[src/rtl/core/cpp_pkg.sv]
`timescale 1ns / 1ps
// ----------------------------------------------------------------------------
// cpp_pkg
// Shared constants and types for the closest pair of points block.
// ----------------------------------------------------------------------------
package cpp_pkg;

  localparam int MAX_POINTS = 1024;
  localparam int COORD_BITS = 16;
  localparam int ADDR_W     = $clog2(MAX_POINTS);
  localparam int CNT_W      = $clog2(MAX_POINTS + 1);
  localparam int SQ_W       = 2 * COORD_BITS + 1;
  localparam int POINT_W    = 2 * COORD_BITS;

  // job queue between front and back, power of two
  localparam int JOBQ_DEPTH = 2;
  localparam int JOBQ_PTR_W = $clog2(JOBQ_DEPTH);
  localparam int JOBQ_CNT_W = $clog2(JOBQ_DEPTH + 1);

  typedef logic signed [COORD_BITS-1:0] coord_t;
  typedef logic [COORD_BITS-1:0]        mag_t;
  typedef logic [2*COORD_BITS-1:0]      sq_t;
  typedef logic [SQ_W-1:0]              dist_t;
  typedef logic [ADDR_W-1:0]            addr_t;
  typedef logic [CNT_W-1:0]             cnt_t;

  typedef struct packed {
    coord_t x;
    coord_t y;
  } point_t;

  typedef struct packed {
    cnt_t count;
    logic overflow;
  } job_t;

  typedef struct packed {
    logic   en;
    addr_t  addr;
    point_t data;
  } mem_wr_t;

endpackage

[src/rtl/core/cpp_front.sv]
`timescale 1ns / 1ps
// ----------------------------------------------------------------------------
// cpp_front
// Input side: stores points in load order, tracks count and drops, and
// queues a search job when the final point of a set arrives.
// ----------------------------------------------------------------------------
module cpp_front (
  input  logic            clk,
  input  logic            rst_n,
  input  logic            in_valid,
  output logic            in_ready,
  input  cpp_pkg::coord_t in_point_x,
  input  cpp_pkg::coord_t in_point_y,
  input  logic            in_last_point,
  output cpp_pkg::mem_wr_t mem_wr,
  output logic            job_push,
  output cpp_pkg::job_t   job_data,
  input  logic            job_full,
  input  logic            done
);
  import cpp_pkg::*;

  cnt_t count_r, count_nxt;
  logic ovf_r, ovf_nxt;
  logic busy_r, busy_nxt;
  logic accept;
  logic room;

  // set closed: hold off new points until its result has been taken
  assign in_ready = !busy_r && !job_full;
  assign accept   = in_valid && in_ready;
  assign room     = count_r < cnt_t'(MAX_POINTS);

  assign mem_wr.en   = accept && room;
  assign mem_wr.addr = count_r[ADDR_W-1:0];
  assign mem_wr.data = '{x: in_point_x, y: in_point_y};

  assign job_push          = accept && in_last_point;
  assign job_data.count    = room ? count_r + cnt_t'(1) : count_r;
  assign job_data.overflow = ovf_r || !room;

  always_comb begin
    count_nxt = count_r;
    ovf_nxt   = ovf_r;
    busy_nxt  = busy_r;
    if (done) begin
      busy_nxt = 1'b0;
    end
    if (accept) begin
      if (in_last_point) begin
        count_nxt = '0;
        ovf_nxt   = 1'b0;
        busy_nxt  = 1'b1;
      end else begin
        count_nxt = job_data.count;
        ovf_nxt   = job_data.overflow;
      end
    end
  end

  always_ff @(posedge clk) begin
    if (!rst_n) begin
      count_r <= '0;
      ovf_r   <= 1'b0;
      busy_r  <= 1'b0;
    end else begin
      count_r <= count_nxt;
      ovf_r   <= ovf_nxt;
      busy_r  <= busy_nxt;
    end
  end

endmodule

[config.mk]
export PLATFORM = sky130hd
export DESIGN_NAME = cpp_front
export DESIGN_NICKNAME = d
export VERILOG_FILES = /design/src/rtl/core/cpp_pkg.sv /design/src/rtl/core/cpp_front.sv
export SDC_FILE = /design/constraint.sdc
export NUM_CORES = 1
export LEC_CHECK = 0
export ABC_AREA = 1
export ABC_CLOCK_PERIOD_IN_PS = 2000
export BUFFER_PORTS_ARGS = -buffer_cell sky130_fd_sc_hd__buf_2
export CORE_ASPECT_RATIO = 0.6
export CORE_UTILIZATION = 42
export DETAILED_ROUTE_END_ITERATION = 7
export PLACE_DENSITY = 0.86
export SLEW_MARGIN = 20
export SYNTH_ARGS = -nofsm -noshare
export SYNTH_HDL_FRONTEND = slang
export SYNTH_SLANG_ARGS = --single-unit
export TNS_END_PERCENT = 100
[constraint.sdc]
create_clock -name clk -period 2 [get_ports clk]
set_input_delay 0 -clock clk [delete_from_list [all_inputs] [get_ports clk]]
set_output_delay 0 -clock clk [all_outputs]
set_load 0.01 [all_outputs]
### Yosys cells after proc, flatten, opt, wreduce, memory -nomap -nowiden

Cells that the tools add are included.

| operators by class | value |
|---|---|
| magnitude comparators | 1 |
| add/subtract/negate cells | 1 |
| mux-type cells | 6 |
| reductions and logical operators | 8 |

Operator list:

| operator | count |
|---|---|
| 11-bit two-way mux | 2 |
| 11-bit by 1-bit adder with 11-bit output (second input constant) | 1 |
| 11-bit less-than comparator (second input constant) | 1 |
| 1-bit logical AND | 4 |
| 1-bit two-way mux | 4 |
| 1-bit logical NOT | 3 |
| 1-bit logical OR | 1 |

| storage, ports and cells | value |
|---|---|
| logic and storage cells | 19 |
| flip-flop bits (word level) | 13 |
| output and inout port bits | 57 |
| input bits | 38 |

### Depth between registers and ports, before layout

Gate-level depths: netlist (run 1).

| logic depth | value |
|---|---|
| depth in word-level cells | 4 |
| depth in mapped cells | 8 |

### Least setup slack after synthesis (run 1)

Ideal clock, no wire load.

| timing path | value |
|---|---|
| kind | flip-flop to flip-flop |
| from | register count_r[0] |
| to | register count_r[4] |
| cell stages (with the launch flop) | 9 |
| clock period less this slack | 1.240 ns |
| path slack | 0.760 ns |
| data arrival time | 1.107 ns |
| cells stage by stage | dfxtp_1 ha_1 nand2_1 nor2_1 nand2_1 nand2_1 nand2_1 nand2_1 a21oi_1 |

RTL lines:

| what | RTL line | source |
|---|---|---|
| start, declared | cpp_front.sv:23 | `cnt_t count_r, count_nxt;` |
| start signal, assigned | cpp_front.sv:67 | `count_r <= count_nxt;` |

==> qor.txt, run 1 <==
Reg2reg start: count_r[0]
Leakage Power: 0.541 nW
Post-synthesis sequential area ratio: 22.7%
Finished layout cell area: 1060 sq um
Chip Height: 42.4 um
Count leader, synth: buf_4
Yosys top cell area share: 27.5%
Vias in the first global route: 745
Io pins: 95
Initial core utilization: 45.1%
H-tree depth: 1
Setup violators final: 0
Setup Buffers After CTS: 0
Drt wl/cell: 12.1 um
Slew Limit Headroom: 72.6%
DRC errors left: 0
Fill cell count: 283
Router iterations before antenna repair: 4
Storage element area: 260 sq um
Cell Area, Synth: 1140 sq um
Gpl congestion: 0.809
Power Dens Cells: 518 nW/um^2
Die area: 2950 sq um
Post-synthesis cell count: 169
Syn nets: 208
CTS tree: yes
Dominant cell type by area after synthesis: buf_4
Layout cells sized above 1: 27.7%
YS warnings: 0
Number of synthesized flops with an enable pin: 0
Avg Cell Area, Syn: 6.77 sq um
Routed Antenna Nets: 0
Iter 0 DRT Violations: 56
Global-route wire length before repair: 3580 um
Clock power share: 43.4%
Clock latency on the worst-skew pair: 240 ps
Largest net degree at the start of global routing: 14
Post-cts resize count: 0
CP Class: reg2out
Worst hold stages: 0
Sw Pwr: 0.131 mW
Unique masters post-synth: 23
Seq pwr share: 48.1%
Hold path startpoint: in_point_x[3]
Hold_buf cts: 1
Port Buf Inserts: 30
Switching part of the total: 23.9%
Max-cap viol count: 0
Longest Clk Path Bufs: 2
Hold Crit Class: in2out
Non-Filler Instances: 191
FMAX: 615 MHz
Tcrit/Tclk final: 81.3%
Status: finished clean
CTS buffer count: 3
Crit. Startpoint: count_r[0]
DR vias: 951
FF+latch count, synth: 13
Final wirelength: 2310 um
Top cells by count, synth: buf_4, nand2_1, inv_1
Combinational Power Share: 8.5%
Final total power: 0.549 mW
Row count: 14
CP arrival: 1630 ps
Placed cell areas: 1010 sq um
Final Critical Period: 1630 ps
Top FF cell, synth: dfxtp_1
Nets: 199
Total GRT Usage: 15.6%
Maximum VDD drop: 386 uV
Placed cell count: 186
Reg clk slew, reported paths: 60 ps
Worst Setup End Kind: output pin
Routed vias/inst: 4.98
Setup Skew: 0.812 ps
Worst Path Required: 2000 ps
Core box area: 2540 sq um
Clock tree root driver cell: clkbuf_8
Top cells by area, synth: buf_4, dfxtp_1, nand2_1
Tightest Pin Transition: 411 ps
Die width: 69.4 um
Internal: 0.418 mW
Async S/R FF share, synth: 0%
Remaining global-route overflow: 0
Area occupied by multi-input gates: 484 sq um
Max FO, Critical Path: 6
Layout area overhead: -7.32%
Initial antenna violation count: 0
Number of diodes: 0
Startpoint Class: flip-flop
Slew Limit Fails: 0
Post-route setup TNS: 0 ps
HPWL Detailed: 1750 um
R2R cell count: 7
Unrepaired setup endpoints after global routing: no
TritonCTS Sinks: 13
Hold Fails Final Rpt: 0
-- cells in the final DEF (no fill, tap or decap), drive strengths merged --
cell type    synthesis  routed
nand2               38      38
and2                 3       3
a21oi               11      11
nor2                15      15
nand3               16      16
dlygate4sd3          0       1
a22oi                3       3
nor3                 1       1
o21ai                2       2
inv                 19      19
ha                   1       1
dfxtp               13      13
clkbuf               1       4
xnor2                1       1
buf                 44      30
nand3b               1       1
-- metal layers --
layer  global-route usage, %  wire (um)  share of wire (%)  vias up
met5                       0          0                  0        -
met4                    1.22          6               0.26        0
met3                    9.13        294                 13        2
met2                    19.6        926                 40       64
met1                    22.9       1080                 47      421
li1                        -          -                  -      464
-- logic make-up after synthesis --
family,after synthesis,synth area share [%]
compound gates,16,7.98
fa+ha+maj,1,1.09
xor+xnor,1,0.765
simple gates,74,32.5
flops,13,22.7
buf+inv,64,35.0
-- power groups by stage --
stage | sequential (mW) | clock [mW] | combinational [mW]
after CTS | 0.264 | 0.246 | 0.0470
final | 0.264 | 0.239 | 0.0467
after detailed placement | 0.269 | 0 | 0.0451
after floorplan | 0.269 | 0 | 0.0937
after global routing | 0.264 | 0.261 | 0.0513
after global placement | 0.269 | 0 | 0.0445
-- through the flow --
stage | setup WS, ps | utilization (%) | hold slack, ps
floorplan | 760 | - | 31.3
global placement | 662 | 39.6 | 0.0686
detailed placement | 649 | 39.6 | 0.0686
CTS | 374 | 41.8 | 0.0686
global route | 247 | 41.8 | 0.0150
finish | 374 | 41.8 | 0.00392
-- state kept, by name, summed over array words and instances, names as in the netlist --
register	cells
busy_r	1
count_r	11
ovf_r	1
-- final cells by class --
cell class	instances	area share [%]
Multi-Input combinational cell	92	45.6
Clock buffer	4	4.25
Timing Repair Buffer	31	15.1
Sequential cell	13	24.5
Tap cell	32	3.77
Inverter	19	6.72
-- path summary, 6_finish.rpt --
| path | end | slack (ps) |
|---|---|---|
| hold / removal | mem_wr[19] | 0.004 |
| hold reg to reg | ovf_r | 460 |
| setup / recovery | job_data[9] | 370 |
| setup reg to reg | count_r[6] | 600 |
-- worst max-delay path: stages, from the launching register on --
cell and delay [ps]:
dfxtp_1 450, ha_1 240, nand3_1 140, nor2_4 160, nand3_1 100, and2_1 160
buf_2 130
(Power assumes the default switching activity.)
==> inputs of run 2 (changes only) <==
--- a/config.mk
+++ b/config.mk
@@ -6,12 +6,12 @@
 export NUM_CORES = 1
 export LEC_CHECK = 0
 export ABC_AREA = 1
-export ABC_CLOCK_PERIOD_IN_PS = 2000
+export ABC_CLOCK_PERIOD_IN_PS = 1550
 export BUFFER_PORTS_ARGS = -buffer_cell sky130_fd_sc_hd__buf_2
 export CORE_ASPECT_RATIO = 0.6
-export CORE_UTILIZATION = 42
+export CORE_UTILIZATION = 39
 export DETAILED_ROUTE_END_ITERATION = 7
-export PLACE_DENSITY = 0.86
+export PLACE_DENSITY = 0.81
 export SLEW_MARGIN = 20
 export SYNTH_ARGS = -nofsm -noshare
 export SYNTH_HDL_FRONTEND = slang
==> constraint.sdc (replaced) <==
create_clock -name clk -period 1.55 [get_ports clk]
set_input_delay 0 -clock clk [delete_from_list [all_inputs] [get_ports clk]]
set_output_delay 0 -clock clk [all_outputs]
set_load 0.01 [all_outputs]
==> run 2 against run 1 <==
Compared with the run above: non-clock buffer count is 3 higher; combinational power increased by 36%; flip-flop and latch count is the same; die area rose by 7.4%; via count shrank 2.7%; clock power is 32% higher; global-route usage is 0.27 points lower; wire length increased by 0.65%; highest routed layer unchanged; register-to-register slack got worse by 290 ps; critical path depth did not move; sequential power is 28% higher.
==> qor.txt, run 2 (synthesized netlist as in run 1, its figures left out) <==
Die area: 3160 sq um
Die width: 71.9 um
Global-route wire length before repair: 3570 um
Most common cell after layout, fill and taps aside: nand2_1
Buf/Inv on CP: 1
Number of diodes: 0
Setup Skew: 8.38 ps
R2R cell count: 5
Leakage Power: 0.558 nW
CP Depth: 6
Drt wl/cell: 11.5 um
Setup violators final: 0
Tightest Pin Transition: 397 ps
Chip Height: 44.0 um
Gpl congestion: 0.770
Clock tree root driver cell: clkbuf_8
FMAX: 697 MHz
R2r endpoint: count_r[9]
CTS tree: yes
Reg clk slew, reported paths: 60 ps
Finished layout cell area: 1120 sq um
Commonest non-fill, non-tap cells in the layout: nand2_1, buf_2, inv_1, nand3_1
Registers with the most flip-flops: count_r (11), busy_r (1), ovf_r (1)
Core box area: 2650 sq um
H-tree depth: 1
Routed vias/inst: 4.58
Final Critical Period: 1430 ps
Max FO, Critical Path: 5
Routed Antenna Nets: 0
DR vias: 925
Io pins: 95
Post-route setup TNS: 0 ps
Reg with most FFs: count_r
TritonCTS Sinks: 13
CP max-delay cell: dfxtp_4
CP Class: reg2out
Layout area overhead: -2.19%
Hold Fails Final Rpt: 0
Unrepaired setup endpoints after global routing: no
Tcrit/Tclk final: 92.5%
Largest register FFs: 11
Remaining global-route overflow: 0
Max-cap viol count: 0
Row count: 14
Setup ws final: 116 ps
Port Buf Inserts: 30
Worst Path Required: 1550 ps
Status: finished clean
Nets: 202
Dpl ws: 231 ps
Critical Path End: job_data[9]
Startpoint Class: flip-flop
CP peak stage delay: 390 ps
Delay-heaviest family, CP: simple AND/OR/NAND/NOR gates
Maximum VDD drop: 286 uV
Iter 0 DRT Violations: 47
Placed cell areas: 1020 sq um
Crit. Startpoint: count_r[0]
CTS buffer count: 3
HPWL Detailed: 1700 um
Slew Limit Fails: 0
Hold Crit Class: in2out
Reg2reg start: busy_r
Power Dens Cells: 640 nW/um^2
Longest Clk Path Bufs: 2
Total GRT Usage: 15.3%
Layout cells sized above 1: 32.1%
Reg2Reg Setup Slack: 310 ps
CP cell instances: ha_4 -> nand3_2 -> nor2_4 -> nand3_1 -> and2_1 -> buf_2
Worst Setup End Kind: output pin
DRC errors left: 0
CP arrival: 1430 ps
Router iterations before antenna repair: 4
Final wirelength: 2330 um
Largest net degree at the start of global routing: 14
Clock latency on the worst-skew pair: 250 ps
Vias in the first global route: 746
Slew Limit Headroom: 73.5%
Initial core utilization: 43.3%
Initial antenna violation count: 0
-- run 2: changes by cell type in the layout (fill, tap and decap cells not counted) --
| cell | before | now |
|---|---|---|
| clkinv_2 | 0 | 1 |
| clkbuf_1 | 1 | 0 |
| dfxtp_4 | 0 | 2 |
| buf_4 | 0 | 3 |
| dfxtp_1 | 13 | 11 |
| nand3_2 | 2 | 3 |
| ha_4 | 0 | 1 |
| ha_1 | 1 | 0 |
| nand3_1 | 14 | 13 |
-- run 2: how the worst min path moves through the flow --
stage / cells past startpoint / startpoint / slack (ps) / to
after floorplan: 1 / job_full / 30 / in_ready
after global placement: 0 / in_point_y[13] / 0.07 / mem_wr[13]
after detailed placement: 0 / in_point_y[13] / 0.07 / mem_wr[13]
after CTS: 0 / in_point_y[13] / 0.07 / mem_wr[13]
after global routing: 0 / in_point_x[3] / 0.02 / mem_wr[19]
final: 0 / in_point_x[9] / 0.003 / mem_wr[25]
-- run 2: layer usage --
layer,routed length [um],vias up,GRT usage (%),part of all wire (%)
met5,0,-,0,0
met4,19,0,7.06,0.82
met3,254,2,8.84,11
met2,828,46,18.5,36
met1,1230,404,21.2,53
li1,-,473,-,-
-- run 2: metrics by stage --
stage          power [mW]  util [%]  instances  hold slack [ps]
2_1_floorplan       0.468         -        169             31.3
3_3_place_gp        0.404      38.7        195           0.0686
3_5_place_dp        0.404      38.7        195           0.0686
4_1_cts             0.723      40.9        200           0.0686
5_1_grt             0.751      42.3        202           0.0151
6_report            0.717      42.3        202          0.00282
-- run 2: area by class of cell --
type | instances | area [sq um]
clock inverter | 1 | 5.00
tap | 40 | 50.0
clock buffer | 3 | 41.3
timing repair buffer | 34 | 183
sequential | 13 | 268
inverter | 19 | 71.3
multi-input combinational | 92 | 502
fill | 282 | 1530
-- run 2: repair_timing --
action                                  in CTS  in global routing
buffers inserted                             0                  2
pin swaps                                    0                  1
hold endpoints to repair                     1                  0
endpoints found under the setup margin       2                  2
hold buffers                                 1                  0
resized for setup                            2                  5
-- run 2: power breakdown --
part	internal, mW	switching, mW	leakage (nW)	total, mW
combinational	0.0242	0.0395	0.426	0.0637
sequential	0.334	0.00407	0.106	0.338
clock	0.178	0.136	0.0255	0.315
total	0.537	0.180	0.558	0.717
