<file path="src/rtl/core/cpp_pkg.sv">
`timescale 1ns / 1ps
// ----------------------------------------------------------------------------
// cpp_pkg
// Shared constants and types for the closest pair of points block.
// ----------------------------------------------------------------------------
package cpp_pkg;

  localparam int MAX_POINTS = 1024;
  localparam int COORD_BITS = 16;
  localparam int ADDR_W     = $clog2(MAX_POINTS);
  localparam int CNT_W      = $clog2(MAX_POINTS + 1);
  localparam int SQ_W       = 2 * COORD_BITS + 1;
  localparam int POINT_W    = 2 * COORD_BITS;

  // job queue between front and back, power of two
  localparam int JOBQ_DEPTH = 2;
  localparam int JOBQ_PTR_W = $clog2(JOBQ_DEPTH);
  localparam int JOBQ_CNT_W = $clog2(JOBQ_DEPTH + 1);

  typedef logic signed [COORD_BITS-1:0] coord_t;
  typedef logic [COORD_BITS-1:0]        mag_t;
  typedef logic [2*COORD_BITS-1:0]      sq_t;
  typedef logic [SQ_W-1:0]              dist_t;
  typedef logic [ADDR_W-1:0]            addr_t;
  typedef logic [CNT_W-1:0]             cnt_t;

  typedef struct packed {
    coord_t x;
    coord_t y;
  } point_t;

  typedef struct packed {
    cnt_t count;
    logic overflow;
  } job_t;

  typedef struct packed {
    logic   en;
    addr_t  addr;
    point_t data;
  } mem_wr_t;

endpackage

</file>
<file path="src/rtl/core/cpp_back.sv">
`timescale 1ns / 1ps
// ----------------------------------------------------------------------------
// cpp_back
// Search side: sweeps all pairs i < j from the point memory through a
// three-stage distance pipeline and keeps the first strict minimum.
// ----------------------------------------------------------------------------
module cpp_back (
  input  logic             clk,
  input  logic             rst_n,
  input  logic             job_valid,
  input  cpp_pkg::job_t    job_data,
  output logic             job_pop,
  output logic             rd_en,
  output cpp_pkg::addr_t   rd_addr,
  input  cpp_pkg::point_t  rd_data,
  output logic             out_valid,
  input  logic             out_ready,
  output cpp_pkg::coord_t  out_first_x,
  output cpp_pkg::coord_t  out_first_y,
  output cpp_pkg::coord_t  out_second_x,
  output cpp_pkg::coord_t  out_second_y,
  output cpp_pkg::dist_t   out_squared_distance,
  output logic             out_result_valid,
  output logic             out_overflowed,
  output logic             done
);
  import cpp_pkg::*;

  typedef enum logic [5:0] {
    ST_IDLE    = 6'b000001,
    ST_FETCH_I = 6'b000010,
    ST_LATCH_I = 6'b000100,
    ST_SWEEP   = 6'b001000,
    ST_DRAIN   = 6'b010000,
    ST_RESULT  = 6'b100000
  } state_t;

  state_t state_r, state_nxt;
  cnt_t   n_r;
  logic   ovf_r;
  addr_t  i_r;
  addr_t  j_r;
  point_t pi_r;
  logic   last_j;
  logic   no_next_i;

  // pipeline: v0 = read data is a j point, s1 = |dx|,|dy|, s2 = squares
  logic   v0_r, v1_r, v2_r;
  point_t s1_p_r, s1_q_r, s2_p_r, s2_q_r;
  mag_t   ax_r, ay_r;
  sq_t    sqx_r, sqy_r;
  dist_t  sum;
  logic   better;

  logic   found_r;
  dist_t  best_r;
  point_t best_p_r, best_q_r;

  function automatic mag_t abs_diff(input coord_t a, input coord_t b);
    logic signed [COORD_BITS:0] d;
    logic signed [COORD_BITS:0] m;
    d = {a[COORD_BITS-1], a} - {b[COORD_BITS-1], b};
    m = d[COORD_BITS] ? -d : d;
    return m[COORD_BITS-1:0];
  endfunction

  assign last_j    = cnt_t'(j_r) == n_r - cnt_t'(1);
  assign no_next_i = cnt_t'(i_r) + cnt_t'(2) >= n_r;

  assign job_pop = (state_r == ST_IDLE) && job_valid;
  assign rd_en   = (state_r == ST_FETCH_I) || (state_r == ST_SWEEP);
  assign rd_addr = (state_r == ST_SWEEP) ? j_r : i_r;

  always_comb begin
    state_nxt = state_r;
    unique case (state_r)
      ST_IDLE: begin
        if (job_valid) begin
          state_nxt = (job_data.count < cnt_t'(2)) ? ST_RESULT : ST_FETCH_I;
        end
      end
      ST_FETCH_I: state_nxt = ST_LATCH_I;
      ST_LATCH_I: state_nxt = ST_SWEEP;
      ST_SWEEP: begin
        if (last_j) begin
          state_nxt = no_next_i ? ST_DRAIN : ST_FETCH_I;
        end
      end
      ST_DRAIN: begin
        if (!v0_r && !v1_r && !v2_r) begin
          state_nxt = ST_RESULT;
        end
      end
      ST_RESULT: begin
        if (out_ready) begin
          state_nxt = ST_IDLE;
        end
      end
      default: state_nxt = ST_IDLE;
    endcase
  end

  always_ff @(posedge clk) begin
    if (!rst_n) begin
      state_r <= ST_IDLE;
      v0_r    <= 1'b0;
      v1_r    <= 1'b0;
      v2_r    <= 1'b0;
      found_r <= 1'b0;
    end else begin
      state_r <= state_nxt;
      v0_r    <= state_r == ST_SWEEP;
      v1_r    <= v0_r;
      v2_r    <= v1_r;
      if (job_pop) begin
        found_r <= 1'b0;
      end else if (v2_r) begin
        found_r <= 1'b1;
      end
    end
  end

  // sequencer counters and job fields
  always_ff @(posedge clk) begin
    if (job_pop) begin
      n_r   <= job_data.count;
      ovf_r <= job_data.overflow;
      i_r   <= '0;
    end
    if (state_r == ST_LATCH_I) begin
      pi_r <= rd_data;
      j_r  <= i_r + addr_t'(1);
    end
    if (state_r == ST_SWEEP) begin
      if (last_j) begin
        if (!no_next_i) begin
          i_r <= i_r + addr_t'(1);
        end
      end else begin
        j_r <= j_r + addr_t'(1);
      end
    end
  end

  assign sum    = {1'b0, sqx_r} + {1'b0, sqy_r};
  assign better = !found_r || (sum < best_r);

  always_ff @(posedge clk) begin
    s1_p_r <= pi_r;
    s1_q_r <= rd_data;
    ax_r   <= abs_diff(pi_r.x, rd_data.x);
    ay_r   <= abs_diff(pi_r.y, rd_data.y);
    s2_p_r <= s1_p_r;
    s2_q_r <= s1_q_r;
    sqx_r  <= ax_r * ax_r;
    sqy_r  <= ay_r * ay_r;
    // strict compare keeps the earliest pair on ties
    if (v2_r && better) begin
      best_r   <= sum;
      best_p_r <= s2_p_r;
      best_q_r <= s2_q_r;
    end
  end

  assign out_valid            = state_r == ST_RESULT;
  assign done                 = out_valid && out_ready;
  assign out_result_valid     = found_r;
  assign out_overflowed       = ovf_r;
  assign out_first_x          = found_r ? best_p_r.x : '0;
  assign out_first_y          = found_r ? best_p_r.y : '0;
  assign out_second_x         = found_r ? best_q_r.x : '0;
  assign out_second_y         = found_r ? best_q_r.y : '0;
  assign out_squared_distance = found_r ? best_r : '0;

endmodule

</file>
<file path="config.mk">
export PLATFORM = sky130hd
export DESIGN_NAME = cpp_back
export DESIGN_NICKNAME = d
export VERILOG_FILES = /design/src/rtl/core/cpp_pkg.sv /design/src/rtl/core/cpp_back.sv
export SDC_FILE = /design/constraint.sdc
export NUM_CORES = 2
export LEC_CHECK = 0
export BUFFER_PORTS_ARGS = -buffer_cell sky130_fd_sc_hd__buf_2
export CORE_MARGIN = 8
export CORE_UTILIZATION = 30
export CTS_CLUSTER_SIZE = 8
export DETAILED_ROUTE_END_ITERATION = 12
export PLACE_DENSITY = 0.5
export SETUP_SLACK_MARGIN = 0.3
export SYNTH_ARGS = -nofsm -noshare
export SYNTH_HDL_FRONTEND = slang
export SYNTH_SLANG_ARGS = --single-unit
export TNS_END_PERCENT = 1
</file>
<file path="constraint.sdc">
create_clock -name clk -period 10.63 [get_ports clk]
set_input_delay 1.063 -clock clk [delete_from_list [all_inputs] [get_ports clk]]
set_output_delay 1.063 -clock clk [all_outputs]
set_load 0.01 [all_outputs]
</file>
# ---- After elaboration in Yosys (flattened, before gate mapping)
# Index checks and enable logic that the tools add are counted.
dict set report totals {
  inputBits 48
  output_inout_bits 113
  ff_bits 395
  word_cells 89
}
dict set report op_classes {
  bitwise 1
  eq_ne 11
  multipliers 2
  addsub 9
  n_lt_le_gt_ge 3
  mux 22
  reduce_logical 13
}
# operator count
set ops {}
lappend ops {{16-bit 2-to-1 mux} 6}
lappend ops {{10-bit 2-to-1 mux} 8}
lappend ops {{16-bit by 16-bit multiplier with 32-bit output} 2}
lappend ops {{6-bit one-hot mux with 6 select lines} 1}
lappend ops {{16-bit by 16-bit subtractor with 17-bit output} 2}
lappend ops {{32-bit by 32-bit adder with 33-bit output} 1}
lappend ops {{33-bit less-than comparator} 1}
lappend ops {{33-bit 2-to-1 mux} 1}
lappend ops {{16-bit negator} 2}
lappend ops {{6-bit 2-to-1 mux} 5}
lappend ops {{10-bit by 1-bit adder with 10-bit output (second input constant)} 2}
lappend ops {{10-bit by 2-bit adder with 11-bit output (second input constant)} 1}
lappend ops {{10-bit by 11-bit equality test with 1-bit output} 1}
lappend ops {{11-bit greater-or-equal comparator} 1}
lappend ops {{11-bit by 2-bit less-than comparator with 1-bit output (second input constant)} 1}
lappend ops {{11-bit by 1-bit subtractor with 11-bit output (second input constant)} 1}
lappend ops {{6-bit by 1-bit equality test with 1-bit output (second input constant)} 1}
lappend ops {{6-bit by 2-bit equality test with 1-bit output (second input constant)} 1}
lappend ops {{6-bit by 3-bit equality test with 1-bit output (second input constant)} 1}
lappend ops {{6-bit by 4-bit equality test with 1-bit output (second input constant)} 1}
lappend ops {{6-bit by 5-bit equality test with 1-bit output (second input constant)} 1}
lappend ops {{6-bit equality test (second input constant)} 1}
lappend ops {{2-bit != test (second input constant)} 3}
lappend ops {{1-bit logical AND} 5}
lappend ops {{7 further kinds} 11}

# ---- Longest topological paths before layout
dict set report logic_depth {
  word_depth 6
  ltp_mapped 26
  depth_no_buf 24
}

# ---- Worst setup path before layout
# Ideal clock, no wire load.
dict set report synth_path {
  kind {register to register}
  from {register ay_r[4]}
  to {register sqy_r[31]}
  arrival_time_ns 6.114
  t_required_ns 10.558
  setup_ns 0.072
  setup_slack_ns 4.444
  synth_period_minus_slack_ns 6.186
  stages_incl_launch_ff 26
  path_buffers 3
  cell_sequence {dfxtp_1 -> clkbuf_1 -> clkbuf_1 -> nand2_1 -> inv_1 -> fa_1 -> inv_1 -> fa_1 -> inv_1 -> fa_1 -> fa_1 -> fa_1 -> inv_1 -> fa_1 -> inv_1 -> ha_1 -> clkbuf_1 -> a21o_1 -> a211oi_1 -> a21bo_2 -> a21o_1 -> a211oi_1 -> o32ai_1 -> o21ai_0 -> a21oi_1 -> xnor2_1}
}
dict set report synth_between {
  elab_chain_cells 1
}
# item line
set synth_lines {}
lappend synth_lines {{start, declared} cpp_back.sv:50} ;# mag_t ax_r, ay_r;
lappend synth_lines {{start signal, assigned} cpp_back.sv:152} ;# ay_r <= abs_diff(pi_r.y, rd_data.y);
lappend synth_lines {{16-bit by 16-bit multiplier with 32-bit output} cpp_back.sv:156} ;# sqy_r <= ay_r * ay_r;
lappend synth_lines {{end signal, assigned} cpp_back.sv:156}
lappend synth_lines {{end, declared} cpp_back.sv:51} ;# sq_t sqx_r, sqy_r;
# Every way passes these cells.
# A chain may end at the register's enable or synchronous reset.

# ---- Worst setup path after layout
dict set report layout_path {
  from {register ax_r[3]}
  to {register sqx_r[26]}
}
dict set report layout_between {
  elab_chain_cells 1
}
# item line
set layout_lines {}
lappend layout_lines {{start, declared} cpp_back.sv:50}
lappend layout_lines {{start signal, assigned} cpp_back.sv:151} ;# ax_r <= abs_diff(pi_r.x, rd_data.x);
lappend layout_lines {{16-bit by 16-bit multiplier with 32-bit output} cpp_back.sv:155} ;# sqx_r <= ax_r * ax_r;
lappend layout_lines {{end signal, assigned} cpp_back.sv:155}
lappend layout_lines {{end, declared} cpp_back.sv:51}
# Every way passes these cells.

==> flow_summary.ini <==
[clock_tree]
cts_tree = built
cts-root-buf = clkbuf_16
ctsHoldBuffers = 0
clockBufferDepth = 3
path_clk_slew_ns = 0.05
cts_resized = 0
htreeDepth = 2
cts_inserted_buffers = 58
post-cts-setup-buffers = 0
clkSinkCount = 393
clock_latency_ns = 0.64

[setup_path]
critPathLaunchType = register
slowest_stage = dfxtp_1
crit_fanout = 15
cp_cell_sequence = inv_1 > nor2_1 > ha_1 > xor2_1 > fa_1 > inv_1 > fa_1 > fa_1 > fa_1 > inv_1 > fa_1 > inv_1 > ha_1 > nand3_1 > or4_1 > a211o_1 > a31oi_1 > a21boi_0 > nand2b_1 > a221oi_1
worstPathRequired_ns = 11.17
worst_path_most_repeated_cell = fa_1
worst_ep_arrival_time_ns = 7.37
cp_num_buf_inv = 4
critPathTopFamily = adder cells
critPathKind = register to register
cpPeakStageDelay_ns = 0.74
end_kind = register

[timing]
setup_tns_ns = 0
slew_viol_final = 0
rsz0062_at_grt = no
period_share_pct = 64.25
min_period_ns = 6.830
clock.fmax_ghz = 0.1464
fin_skew_ns = 0.03133
setup_viol = 0
worst_pin_slew_ns = 1.062
hold_viol = 0
max_slew_margin_pct = 29.19

[synth]
synth_flop_cell = dfxtp_1
synth_edf_count = 141
synth_nets = 3708
async_flop_share_pct = 0
yosys_warnings = 0
yosysTopAreaCell = fa_1
yosysMostFrequentCell = inv_1
synth_common_cells = inv_1, fa_1, ha_1
synth_top_cell_area_share_pct = 21.68
syn_inst = 3018
netlist_top_cells_area = fa_1, dfxtp_1, edfxtp_1
synth-seq-area-share_pct = 30.64
yosys_register_bits = 393
syn_area_per_cell_sq_um = 10.03
syn_area_sq_mm = 0.03028
synthDistinctLibCells = 76

[grt]
grt_usage_pct = 12.44
grt_pass1_wl_mm = 113.2
grt_pass1_vias = 21412
grt_max_degree = 101
antenna_found_initial = 1
globalRouteOverflowTotal = 0

[detailed_routing]
via_per_inst = 4.465
dr_total_vias = 20160
ant_nets = 0
drc = 0
firstDrtPassIters = 6
wl_per_cell_um = 15.16
drt_iter0_drc = 1082
drt_wl_total_mm = 68.46

[place]
place_congestion = 0.8057
port_buffers = 160
hpwl_mm = 54.87

[floorplanning]
coreArea_sq_mm = 0.1001
rows = 116
die_area_sq_mm = 0.1114
fp.dieH_um = 333.7
die_width_um = 333.7
io_pins = 161
initial_core_util_pct = 30.24

[hold_path]
hp-class = register to register

[final_layout]
area_growth_pct = 13.16
diodes = 0
multi_input_comb_area_sq_mm = 0.01850
final.fill_count = 10193
final_layout_size_suffix_gt1_share_pct = 8.673
nets = 3859
seq_area_sq_mm = 0.009283

[flow_run]
drv_cap = 0

[run_status]
outcome = completed
layer usage:
layer / vias to the layer above / track usage (%) / wire (um)
met1: 9751 / 16.91 / 32150
met2: 357 / 20.17 / 30880
met5: - / 0 / 0
met4: 0 / 2.451 / 1091
met3: 78 / 3.019 / 4338
li1: 9974 / - / -
per-stage QoR:
| step | cell area (sq um) | cells | worst slack (ns) | utilization (%) | hold WS (ns) |
|---|---|---|---|---|---|
| floorplan | 30280 | 3018 | 4.444 | - | 0.3096 |
| global placement | 32460 | 4407 | 3.891 | 32.42 | 0.3099 |
| detailed placement | 32460 | 4407 | 3.776 | 32.42 | 0.3121 |
| CTS | 34270 | 4515 | 3.737 | 34.22 | 0.3226 |
| global route | 34270 | 4515 | 3.420 | 34.22 | 0.3215 |
| finish | 34270 | 4515 | 3.800 | 34.22 | 0.3200 |
layout make-up:
| type | count | share of cell area (%) |
|---|---|---|
| multi-input combinational | 1959 | 53.99 |
| sequential | 393 | 27.09 |
| inverter | 593 | 6.496 |
| clock buffer | 102 | 4.834 |
| tap | 1298 | 4.739 |
| timing repair buffer | 164 | 2.424 |
| clock inverter | 6 | 0.4272 |
state kept, by name, indices dropped and copies added (netlist names), 6 cells and up:
register  flops
ax_r         16
ay_r         16
best_p_r     32
best_q_r     32
best_r       33
i_r          10
j_r          10
n_r          11
pi_r         32
s1_p_r       32
s1_q_r       32
s2_p_r       32
s2_q_r       32
sqx_r        31
sqy_r        31
state_r       6
cells by family (layout without fill, tap and decap cells):
group,Yosys count,after routing,share of synthesized area (%)
AOI/OAI and AO/OA,372,372,8.115
xor gates and xnor gates,172,172,5.000
adders and majority gates,642,642,34.66
buffers and inverters,666,865,8.293
DFF,393,393,30.64
muxes,17,17,0.6157
and+or+nand+nor,756,756,12.68
worst paths after layout:
kind / start / endpoint / slack [ns] / cells after the start
setup / recovery: ax_r[3]$_DFF_P_ / sqx_r[26]$_DFF_P_ / 3.80 / 20
hold / removal: s1_p_r[27]$_DFF_P_ / s2_p_r[27]$_DFF_P_ / 0.32 / 0
setup reg to reg: ax_r[3]$_DFF_P_ / sqx_r[26]$_DFF_P_ / 3.80 / 20
hold reg to reg: s1_p_r[27]$_DFF_P_ / s2_p_r[27]$_DFF_P_ / 0.32 / 0
layout by cell type, fill, tap and decap left out, types with 14 or more instances in the layout:
cell type / Yosys / final
inv_1: 593 / 593
ha_1: 314 / 314
a31oi_1: 15 / 15
and2_1: 195 / 195
nand4_1: 14 / 14
nand2_1: 218 / 218
nor3_1: 24 / 24
buf_2: 3 / 160
nor2b_1: 29 / 29
a21oi_1: 109 / 109
xor2_1: 59 / 59
edfxtp_1: 141 / 141
and3_1: 22 / 22
clkbuf_1: 66 / 40
xnor2_1: 112 / 112
nand3_1: 50 / 50
fa_1: 328 / 328
nand2b_1: 23 / 23
a21o_1: 51 / 51
dfxtp_1: 252 / 251
o21ai_0: 67 / 67
o21a_1: 22 / 22
nor2_1: 124 / 124
clkbuf_16: 0 / 58
Power is left out: the tool's default activity adds up to more than one toggle a clock period on the data nets, which glitch-free logic cannot reach.
