<file path="src/rtl/core/cpp_pkg.sv">
`timescale 1ns / 1ps
// ----------------------------------------------------------------------------
// cpp_pkg
// Shared constants and types for the closest pair of points block.
// ----------------------------------------------------------------------------
package cpp_pkg;

  localparam int MAX_POINTS = 1024;
  localparam int COORD_BITS = 16;
  localparam int ADDR_W     = $clog2(MAX_POINTS);
  localparam int CNT_W      = $clog2(MAX_POINTS + 1);
  localparam int SQ_W       = 2 * COORD_BITS + 1;
  localparam int POINT_W    = 2 * COORD_BITS;

  // job queue between front and back, power of two
  localparam int JOBQ_DEPTH = 2;
  localparam int JOBQ_PTR_W = $clog2(JOBQ_DEPTH);
  localparam int JOBQ_CNT_W = $clog2(JOBQ_DEPTH + 1);

  typedef logic signed [COORD_BITS-1:0] coord_t;
  typedef logic [COORD_BITS-1:0]        mag_t;
  typedef logic [2*COORD_BITS-1:0]      sq_t;
  typedef logic [SQ_W-1:0]              dist_t;
  typedef logic [ADDR_W-1:0]            addr_t;
  typedef logic [CNT_W-1:0]             cnt_t;

  typedef struct packed {
    coord_t x;
    coord_t y;
  } point_t;

  typedef struct packed {
    cnt_t count;
    logic overflow;
  } job_t;

  typedef struct packed {
    logic   en;
    addr_t  addr;
    point_t data;
  } mem_wr_t;

endpackage

</file>
<file path="src/rtl/core/cpp_job_queue.sv">
`timescale 1ns / 1ps
// ----------------------------------------------------------------------------
// cpp_job_queue
// Small register FIFO of search jobs between the front and back ends.
// ----------------------------------------------------------------------------
module cpp_job_queue (
  input  logic          clk,
  input  logic          rst_n,
  input  logic          push,
  input  cpp_pkg::job_t push_data,
  output logic          full,
  input  logic          pop,
  output cpp_pkg::job_t pop_data,
  output logic          not_empty
);
  import cpp_pkg::*;

  job_t                  slot_r [JOBQ_DEPTH];
  logic [JOBQ_PTR_W-1:0] wr_ptr_r;
  logic [JOBQ_PTR_W-1:0] rd_ptr_r;
  logic [JOBQ_CNT_W-1:0] cnt_r;

  assign full      = cnt_r == JOBQ_CNT_W'(JOBQ_DEPTH);
  assign not_empty = cnt_r != '0;
  assign pop_data  = slot_r[rd_ptr_r];

  always_ff @(posedge clk) begin
    if (push && !full) begin
      slot_r[wr_ptr_r] <= push_data;
    end
  end

  always_ff @(posedge clk) begin
    if (!rst_n) begin
      wr_ptr_r <= '0;
      rd_ptr_r <= '0;
      cnt_r    <= '0;
    end else begin
      if (push && !full) begin
        wr_ptr_r <= wr_ptr_r + JOBQ_PTR_W'(1);
      end
      if (pop && not_empty) begin
        rd_ptr_r <= rd_ptr_r + JOBQ_PTR_W'(1);
      end
      case ({push && !full, pop && not_empty})
        2'b10:   cnt_r <= cnt_r + JOBQ_CNT_W'(1);
        2'b01:   cnt_r <= cnt_r - JOBQ_CNT_W'(1);
        default: cnt_r <= cnt_r;
      endcase
    end
  end

endmodule

</file>
<file path="config.mk">
export PLATFORM = sky130hd
export DESIGN_NAME = cpp_job_queue
export DESIGN_NICKNAME = d
export VERILOG_FILES = /design/src/rtl/core/cpp_pkg.sv /design/src/rtl/core/cpp_job_queue.sv
export SDC_FILE = /design/constraint.sdc
export NUM_CORES = 1
export LEC_CHECK = 0
export BUFFER_PORTS_ARGS = -buffer_cell sky130_fd_sc_hd__buf_2
export CAP_MARGIN = 20
export CORE_UTILIZATION = 40
export CTS_CLUSTER_SIZE = 16
export DETAILED_ROUTE_END_ITERATION = 8
export GPL_ROUTABILITY_DRIVEN = 0
export RECOVER_POWER = 25
export SYNTH_ARGS = -nofsm -noshare
export SYNTH_HDL_FRONTEND = slang
export SYNTH_SLANG_ARGS = --single-unit
</file>
<file path="constraint.sdc">
create_clock -name clk -period 2.3 [get_ports clk]
set_clock_uncertainty 0.15 [all_clocks]
set_input_delay 0.46 -clock clk [delete_from_list [all_inputs] [get_ports clk]]
set_output_delay 0.46 -clock clk [all_outputs]
set_load 0.05 [all_outputs]
</file>
### Word-level counts from Yosys, hierarchy flattened

Memories as Yosys holds them, arrays and structs flattened. A register that Yosys moved wholly into a read port is not among the register bits.
Cells that the tools add are included.

* multiplexer cells: 5
* reductions and logical operators: 5
* eq/ne operators: 3
* add/sub/neg operators: 4

Operators with widths (number)
* $eq 2x2->1 const B: 2
* $mux 1: 4
* $pmux 2 s2: 1
* $reduce_bool 2->1: 2
* $add 1x1->1 const B: 2
* $add 2x1->2 const B: 1
* $eq 2x1->1 const B: 1
* $logic_and 1x1->1: 2
* $sub 2x1->2 const B: 1
* $logic_not 1->1: 1

* output and inout port bits: 14
* input port bits: 16
* register bits after elaboration: 4
* memories kept: 1
* bits in writable memories: 24

Memory list
* slot_r: depth 2, width 12, read ports 1, clocked after memory_dff 1, wr ports 1, RTL line cpp_job_queue.sv:18 `job_t slot_r [JOBQ_DEPTH];`

### Longest topological paths before layout

Gate-level depths: netlist of the first run.

* depth in word-level cells: 5
* depth in mapped cells: 6
* mapped depth without buffers: 6

### Least setup slack after synthesis of the first run

Ideal clock, no wire load.

* path type: flip-flop to flip-flop
* from: register cnt_r[0]
* to: memory slot_r[0][0] (netlist name) (enable)
* path slack: 0.548 ns
* data arrival time: 1.258 ns
* clock period less this slack: 1.752 ns
* required time: 1.806 ns
* stages on the path, launching flop included: 5
* cells stage by stage: dfxtp_1 > nand2b_2 > inv_2 > or3_1 > inv_1

* longest elaborated chain between the ends: 5

RTL lines
* start, declared: RTL line cpp_job_queue.sv:21 `logic [JOBQ_CNT_W-1:0] cnt_r;`
* start signal, assigned: RTL line cpp_job_queue.sv:46 `2'b10: cnt_r <= cnt_r + JOBQ_CNT_W'(1);`
* start signal, assigned: RTL line cpp_job_queue.sv:47 `2'b01: cnt_r <= cnt_r - JOBQ_CNT_W'(1);`
* start signal, assigned: RTL line cpp_job_queue.sv:48 `default: cnt_r <= cnt_r;`
* $eq 2x2->1: RTL line cpp_job_queue.sv:23 `assign full = cnt_r == JOBQ_CNT_W'(JOBQ_DEPTH);`
* named net full: RTL line cpp_job_queue.sv:11 `output logic full,`
* $logic_not 1->1: RTL line cpp_job_queue.sv:28 `if (push && !full) begin`
* $logic_and 1x1->1: RTL line cpp_job_queue.sv:28
* $mux 1: RTL line cpp_job_queue.sv:28
* $mux 1 (implied by the code): RTL line cpp_job_queue.sv:29 `slot_r[wr_ptr_r] <= push_data;`
* end, declared: RTL line cpp_job_queue.sv:18

The timed path passes the listed nets, and every way through them passes these cells.

==> results.sh, run 1 <==
export IMPL_outcome="complete, no violations"
export IMPL_critPathMaxFanout=12
export IMPL_synth_top_family_by_area="multiplexers"
export IMPL_grt_antenna_before_repair=0
export IMPL_required_ns=1.69
export IMPL_syn_avg_cell_area_um2=17.5
export IMPL_num_rows=18
export IMPL_clk_latency_ns=0.31
export IMPL_worst_r2r_startpoint="cnt_r[0]$_SDFFE_PN0P_"
export IMPL_fmax_ghz=0.459
export IMPL_ys_ff_latch=29
export IMPL_min_path_type="input port to register"
export IMPL_drtAntennaViolNets=0
export IMPL_yosysSeqAreaShare=0.746
export IMPL_dp_hpwl_um=1210
export IMPL_num_nets_final=115
export IMPL_clk_path_buf_depth=2
export IMPL_synth_fa_ha_area_frac=0.0114
export IMPL_hold_violations=0
export IMPL_cts_hold_buffers_added=0
export IMPL_relSlewSlack=0.631
export IMPL_cts_root_buffer="clkbuf_4"
export IMPL_r2r_slack_ns=0.47
export IMPL_cts_sinks=29
export IMPL_rsz0062_at_grt="no"
export IMPL_end_kind="output port"
export IMPL_cts_resized_gates=0
export IMPL_setup_viol=0
export IMPL_port_buffers=29
export IMPL_drv_cap=0
export IMPL_via_per_inst=4.82
export IMPL_wl_per_cell_um=12.7
export IMPL_drt_iter0_drc=5
export IMPL_grt_pass1_wl_um=2370
export IMPL_worstMarginPinSlew_ns=0.553
export IMPL_synth_compound_area_share=0.0296
export IMPL_critPathArrivalTime_ns=1.57
export IMPL_vias=622
export IMPL_overflow=0
export IMPL_cp_cell_sequence="mux2_2 -> buf_2"
export IMPL_hp_start="push_data[8]"
export IMPL_reg2reg_depth=4
export IMPL_remaining_drc_errors=0
export IMPL_synth_area_leaders="edfxtp_1 66%, mux2_2 12%, dfxtp_1 9.1%, xnor2_1 2.4%, a21boi_1 1.4%"
export IMPL_multi_input_area_um2=263
export IMPL_num_antenna_cells=0
export IMPL_die_y_um=54.4
export IMPL_h_tree_depth=2
export IMPL_yosys_area_share_simple=0.0512
export IMPL_wl_um=1640
export IMPL_initial_core_util=0.432
export IMPL_synth_top_area_cell="edfxtp_1"
export IMPL_worst_hold_path_endpoint="slot_r[0][8]$_DFFE_PP_"
export IMPL_yosysWarnings=0
export IMPL_die_area_mm2=0.00296
export IMPL_drv_slew=0
export IMPL_ios=30
export IMPL_netlist_area_mm2=0.00110
export IMPL_area_delta_synth_final_pct=21.2
export IMPL_startpoint_type="register"
export IMPL_drtPass1Iterations=3
export IMPL_synth_top_cell_area_share=0.655
export IMPL_slowest_delay_ns=0.65
export IMPL_synth_xor_area_frac=0.0239
export IMPL_power_density_mw_per_mm2=1310
export IMPL_ys_types=18
export IMPL_dp_slack_ns=0.422
export IMPL_grtUsageTotal=0.127
export IMPL_setup_ws_ns=0.121
export IMPL_grt_pass1_vias=562
export IMPL_r2r_end="slot_r[0][7]$_DFFE_PP_"
export IMPL_cp_slowest_cell="dfxtp_1"
export IMPL_tritoncts="built"
export IMPL_post_cts_buffers=0
export IMPL_ir_drop_mv=0.750
export IMPL_synthMuxAreaShare=0.123
export IMPL_syn_inst=63
export IMPL_final_common_cell="buf_2"
export IMPL_clk_pin_slew_worst_paths_ns=0.09
export IMPL_die_x_um=54.4
export IMPL_period_minus_slack_ns=2.18
export IMPL_finalCritPeriodShare=0.947
export IMPL_synthesis_nets=80
export IMPL_hold_depth=1
export IMPL_cts_buffers=5
export IMPL_grt_max_degree=13
export IMPL_coreArea_mm2=0.00254
export IMPL_final_cell_mix="26 x buf_2, 24 x edfxtp_1, 12 x mux2_2"
export IMPL_worst_setup_path_type="register to output port"
export IMPL_fill_cells=232
export IMPL_drive_gt1_frac=0.475
export IMPL_seq_area_um2=821
export IMPL_p_leak_nw=0.517
export IMPL_fin_setup_tns_ns=0
synth_stat cells (all sizes together):
library cell	count
a21boi	2
and2	1
and3	1
buf	1
dfxtp	5
edfxtp	24
ha	1
inv	3
mux2	12
nand2	1
nand2b	1
nor2b	2
o21a	1
o21ai	2
or2	1
or3	2
xnor2	3
worst max-delay path, delay by kind of cell (launching register included):
kind	cells	cell delay (ns)
DFF	1	0.65
buffers and inverters	1	0.21
muxes	1	0.40
worst max-delay path by stage:
| stage | start | depth (start not counted) | endpoint |
|---|---|---|---|
| 2_1_floorplan | cnt_r[0]$_SDFFE_PN0P_ | 4 | slot_r[0][0]$_DFFE_PP_ |
| 3_3_place_gp | push | 4 | slot_r[0][8]$_DFFE_PP_ |
| 3_5_place_dp | push | 4 | slot_r[0][8]$_DFFE_PP_ |
| 4_1_cts | register | 2 | pop_data[1] |
| 5_1_grt | register | 2 | pop_data[1] |
| 6_report | register | 2 | pop_data[1] |
metal layers:
metal	vias up	routed length (um)	global-route usage
met5	-	0	0
met4	0	35	0.0897
met3	6	121	0.0639
met2	22	814	0.199
met1	292	667	0.129
li1	302	-	-
cells by family after synthesis:
family | count (synthesis)
flip-flops | 29
adder cells (fa/ha/maj) | 1
XOR/XNOR | 3
AO/OA/AOI/OAI | 5
AND/OR/NAND/NOR | 9
multiplexers | 12
buffers and inverters | 4
power by group:
| group | leakage, nW | total (W) | internal, W | switching, W |
|---|---|---|---|---|
| Clock | 0.0326 | 0.000304 | 0.000151 | 0.000154 |
| Combinational | 0.219 | 0.000698 | 0.000226 | 0.000472 |
| Sequential | 0.266 | 0.000738 | 0.000672 | 0.0000665 |
| Total | 0.517 | 0.00174 | 0.00105 | 0.000692 |
flip-flops by register name, indices dropped and copies added, names as in the netlist, named ones only:
register,count
slot_r,24
cnt_r,2
rd_ptr_r,1
wr_ptr_r,1
through the flow:
stage / area, um^2 / hold WS, ns / std cells / util / total power [W]
2_1_floorplan: 1100 / 0.307 / 63 / - / 0.00132
3_3_place_gp: 1280 / 0.316 / 121 / 0.502 / 0.00145
3_5_place_dp: 1280 / 0.337 / 121 / 0.502 / 0.00146
4_1_cts: 1340 / 0.167 / 129 / 0.525 / 0.00177
5_1_grt: 1330 / 0.164 / 129 / 0.524 / 0.00183
6_report: 1330 / 0.179 / 129 / 0.524 / 0.00174
area by class of cell:
cell class | instances | share of cell area
sequential | 29 | 0.616
multi-input combinational | 30 | 0.197
timing repair buffer | 29 | 0.106
clock buffer | 8 | 0.0441
tap | 30 | 0.0282
inverter | 3 | 0.00845
(Power assumes the default switching activity.)
==> inputs of run 2 (changes only) <==
Settings changed: CORE_UTILIZATION 40 to 50, CTS_CLUSTER_DIAMETER set to 60, PLACE_DENSITY_LB_ADDON set to 0.12.
==> run 2 against run 1 <==
  * Total power is 1.4% lower
  * Global-route usage is 3.2 points higher
  * Via count is 2.7% lower
  * Non-clock buffer count stayed put
  * Sequential power hardly changed
  * Sequential cell count stayed put
  * Maximum frequency is 0.45% lower
  * Final cell count is 2.3% lower
  * Register-to-register slack worse by 0.03 ns
  * Critical path depth stayed put
==> results.sh, run 2 (same netlist as run 1, synthesis figures left out) <==
export IMPL_grt_pass1_vias=601
export IMPL_cts_buffers=5
export IMPL_clk_latency_ns=0.32
export IMPL_die_x_um=48.9
export IMPL_via_per_inst=4.80
export IMPL_reg2reg_depth=4
export IMPL_dp_hpwl_um=1030
export IMPL_grtUsageTotal=0.158
export IMPL_dpl_cell_count=118
export IMPL_cts_sinks=29
export IMPL_power_density_mw_per_mm2=1300
export IMPL_cts_hold_buffers_added=0
export IMPL_final_cell_area_mm2=0.00133
export IMPL_r2r_end="slot_r[0][10]$_DFFE_PP_"
export IMPL_clk_pin_slew_worst_paths_ns=0.09
export IMPL_p_leak_nw=0.525
export IMPL_area_delta_synth_final_pct=20.5
export IMPL_drtAntennaViolNets=0
export IMPL_hold_violations=0
export IMPL_fill_cells=156
export IMPL_remaining_drc_errors=0
export IMPL_setup_viol=0
export IMPL_min_path_type="input port to register"
export IMPL_num_antenna_cells=0
export IMPL_vias=605
export IMPL_end_kind="output port"
export IMPL_ios=30
export IMPL_overflow=0
export IMPL_drt_iter0_drc=8
export IMPL_grt_use_met1=0.171
export IMPL_h_tree_depth=2
export IMPL_finalCritPeriodShare=0.952
export IMPL_initial_core_util=0.544
export IMPL_grt_antenna_before_repair=0
export IMPL_coreArea_mm2=0.00202
export IMPL_clk_path_buf_depth=2
export IMPL_cts_root_buffer="clkbuf_4"
export IMPL_ir_drop_mv=0.769
export IMPL_post_dp_cell_area_mm2=0.00127
export IMPL_worst_hold_path_endpoint="slot_r[0][7]$_DFFE_PP_"
export IMPL_worstMarginPinSlew_ns=0.563
export IMPL_die_area_mm2=0.00239
export IMPL_num_nets_final=115
export IMPL_rsz0062_at_grt="no"
export IMPL_final_common_cell="buf_2"
export IMPL_hold_depth=1
export IMPL_port_buffers=29
export IMPL_relSlewSlack=0.625
export IMPL_tritoncts="built"
export IMPL_post_cts_buffers=0
export IMPL_gr_max_usage_layer="met2"
export IMPL_drv_slew=0
export IMPL_critPathMaxFanout=12
export IMPL_final_cell_mix="29 x buf_2, 24 x edfxtp_1, 12 x mux2_2"
export IMPL_critPathArrivalTime_ns=1.58
export IMPL_startpoint_type="register"
export IMPL_period_minus_slack_ns=2.19
export IMPL_wl_per_cell_um=12.1
export IMPL_r2r_slack_ns=0.44
export IMPL_largestRegisters="slot_r (24), cnt_r (2)"
export IMPL_worst_setup_path_type="register to output port"
export IMPL_worst_r2r_startpoint="cnt_r[0]$_SDFFE_PN0P_"
export IMPL_gr_usage_met2=0.241
export IMPL_drv_cap=0
export IMPL_largest_reg_flops=24
export IMPL_grt_use_met3=0.0561
export IMPL_fmax_ghz=0.457
export IMPL_num_rows=16
export IMPL_hp_start="push_data[7]"
export IMPL_die_y_um=48.9
export IMPL_cts_resized_gates=0
export IMPL_instances_no_fill=126
export IMPL_drive_gt1_frac=0.515
export IMPL_grt_max_degree=13
export IMPL_fin_setup_tns_ns=0
export IMPL_p_total_w=0.00172
export IMPL_outcome="complete, no violations"
export IMPL_grt_pass1_wl_um=2570
export IMPL_wl_um=1520
export IMPL_required_ns=1.69
export IMPL_top_register="slot_r"
export IMPL_drtPass1Iterations=4
==> run 2: cell count changes in the layout (fill, tap and decap cells not counted), sizes merged <==
cell and change:
buf +3, clkbuf -5, clkinv +2
==> run 2: final cells by class <==
cell class | count | area [um^2] | area share
inverter | 3 | 11.3 | 0.00850
clock buffer | 6 | 41.3 | 0.0312
clock inverter | 2 | 10.0 | 0.00755
sequential | 29 | 821 | 0.619
multi-input combinational | 30 | 263 | 0.198
tap | 27 | 33.8 | 0.0255
timing repair buffer | 29 | 145 | 0.110
==> run 2: how the worst max path moves through the flow <==
stage | slack, ns | to
6_report | 0.11 | pop_data[6]
5_1_grt | 0.02 | pop_data[10]
3_5_place_dp | 0.42 | slot_r[0][0]$_DFFE_PP_
2_1_floorplan | 0.55 | slot_r[0][0]$_DFFE_PP_
4_1_cts | 0.06 | pop_data[6]
3_3_place_gp | 0.44 | pop_data[6]
==> run 2: per-layer routing <==
layer / up-vias / routed length [um]
met5: - / 0
met4: 0 / 61
met3: 8 / 77
met2: 22 / 678
met1: 267 / 706
li1: 308 / -
==> run 2: worst max-delay path: stages, from the launching register on <==
cell	delay [ns]
dfxtp_1	0.65
mux2_2	0.40
buf_2	0.21
==> run 2: through the flow <==
stage | util | hold WS [ns] | setup WS (ns)
4_1_cts | 0.655 | 0.158 | 0.0593
2_1_floorplan | - | 0.307 | 0.548
3_3_place_gp | 0.630 | 0.315 | 0.435
6_report | 0.655 | 0.174 | 0.112
3_5_place_dp | 0.630 | 0.333 | 0.422
5_1_grt | 0.655 | 0.153 | 0.0222
==> run 2: power by group <==
part	internal, W	switching [W]
clock network	0.000116	0.000161
registers	0.000672	0.0000681
logic	0.000227	0.000473
total	0.00101	0.000702
==> inputs of run 3 (changes only) <==
Settings changed: CELL_PAD_IN_SITES_DETAIL_PLACEMENT set to 1, CELL_PAD_IN_SITES_GLOBAL_PLACEMENT set to 1, CORE_UTILIZATION 50 to 41.
==> run 3 against run 2 <==
  * Combinational power barely moved
  * Critical endpoint is now pop_data[10]
  * Global-route usage is 0.76 points lower
  * Sequential share of layout area down 0.37 points
  * Final cell count rose by 2.4%
  * Largest power group unchanged
  * Via count rose by 4.0%
  * Maximum frequency is 7.6% higher
  * Register-to-register slack barely moved
  * Highest routed layer unchanged
  * Sequential cell count is the same
==> results.sh, run 3 (same netlist as run 1, synthesis figures left out) <==
export IMPL_outcome="complete, no violations"
export IMPL_num_rows=18
export IMPL_initial_core_util=0.440
export IMPL_period_minus_slack_ns=2.03
export IMPL_grt_antenna_before_repair=0
export IMPL_num_antenna_cells=0
export IMPL_drv_slew=0
export IMPL_tritoncts="built"
export IMPL_grt_pass1_wl_um=2710
export IMPL_grt_max_degree=13
export IMPL_largestRegisters="slot_r (24), cnt_r (2)"
export IMPL_h_tree_depth=2
export IMPL_die_area_mm2=0.00289
export IMPL_startpoint_type="register"
export IMPL_fin_setup_tns_ns=0
export IMPL_p_total_w=0.00175
export IMPL_critPathMaxFanout=12
export IMPL_critPathBufInv=1
export IMPL_drtPass1Iterations=2
export IMPL_final_cell_mix="26 x buf_2, 24 x edfxtp_1, 12 x mux2_2"
export IMPL_wl_per_cell_um=13.2
export IMPL_cts_hold_buffers_added=0
export IMPL_cp_cell_sequence="mux2_2 -> buf_2"
export IMPL_top_register="slot_r"
export IMPL_overflow=0
export IMPL_hold_violations=0
export IMPL_min_path_type="input port to register"
export IMPL_relSlewSlack=0.599
export IMPL_area_delta_synth_final_pct=21.4
export IMPL_drt_iter0_drc=7
export IMPL_slowest_delay_ns=0.51
export IMPL_setup_viol=0
export IMPL_p_leak_nw=0.521
export IMPL_power_density_mw_per_mm2=1310
export IMPL_cts_buffers=5
export IMPL_die_y_um=53.8
export IMPL_finalCritPeriodShare=0.884
export IMPL_crit_cells=2
export IMPL_num_nets_final=115
export IMPL_drive_gt1_frac=0.495
export IMPL_drtAntennaViolNets=0
export IMPL_end_kind="output port"
export IMPL_cp_slowest_cell="dfxtp_2"
export IMPL_critPathTopFamily="flip-flops"
export IMPL_coreArea_mm2=0.00250
export IMPL_ir_drop_mv=0.655
export IMPL_port_buffers=29
export IMPL_rsz0062_at_grt="no"
export IMPL_cts_root_buffer="clkbuf_4"
export IMPL_required_ns=1.69
export IMPL_reg2reg_depth=4
export IMPL_clk_path_buf_depth=2
export IMPL_fmax_ghz=0.492
export IMPL_largest_reg_flops=24
export IMPL_worstMarginPinSlew_ns=0.601
export IMPL_remaining_drc_errors=0
export IMPL_grt_pass1_vias=606
export IMPL_vias=629
export IMPL_via_per_inst=4.88
export IMPL_worst_setup_path_type="register to output port"
export IMPL_hold_depth=1
export IMPL_ios=30
export IMPL_clk_pin_slew_worst_paths_ns=0.08
export IMPL_drv_cap=0
export IMPL_die_x_um=53.8
export IMPL_grtUsageTotal=0.151
export IMPL_clk_latency_ns=0.31
export IMPL_final_common_cell="buf_2"
export IMPL_cts_sinks=29
export IMPL_wl_um=1700
export IMPL_critPathArrivalTime_ns=1.42
## run 3: changes by cell type in the layout (fill, tap and decap cells not counted), sizes merged
cell and delta:
clkbuf +3, buf -3
## run 3: final cells by class
class	count	area (um^2)
tap	30	37.5
clock buffer	6	51.3
sequential	29	822
inverter	3	11.3
timing repair buffer	29	141
multi-input combinational	30	263
fill	255	1160
clock inverter	2	8.76
## run 3: worst paths after layout
path	from	end	slack, ns
worst max-delay path	register	pop_data[10]	0.27
worst min-delay path	push_data[4]	slot_r[1][4]$_DFFE_PP_	0.18
worst max register to register	cnt_r[0]$_SDFFE_PN0P_	slot_r[0][4]$_DFFE_PP_	0.45
worst min register to register	wr_ptr_r$_SDFFE_PN0N_	wr_ptr_r$_SDFFE_PN0N_	0.35
## run 3: metrics by stage
step           hold slack [ns]  cell area (um^2)  cells  worst slack [ns]   util
2_1_floorplan            0.307              1100     63             0.548      -
3_3_place_gp             0.317              1280    121             0.404  0.511
3_5_place_dp             0.345              1280    121             0.364  0.511
4_1_cts                  0.157              1340    129            0.0545  0.535
5_1_grt                  0.154              1340    129             0.192  0.534
6_report                 0.178              1340    129             0.266  0.534
## run 3: where the power goes
group	switching, W	internal [W]
clock network	0.000163	0.000144
registers	0.0000692	0.000674
logic	0.000476	0.000226
## run 3: layer usage
metal | part of all wire | global-route usage | vias to the layer above
met5 | 0 | 0 | -
met4 | 0.021 | 0.0921 | 0
met3 | 0.061 | 0.0847 | 5
met2 | 0.49 | 0.224 | 21
met1 | 0.42 | 0.165 | 296
li1 | - | - | 307
## run 3: worst register-to-register path, cell delays in order, from the launching register on
cell and delay (ns):
dfxtp_1 0.41, nand2b_2 0.18, inv_2 0.04, or3_1 0.32, inv_1 0.38
## run 3: what timing repair did
action,4_1_cts,5_1_grt
buffers inserted,0,0
gates resized for setup,0,1
endpoints found under the setup margin,0,3
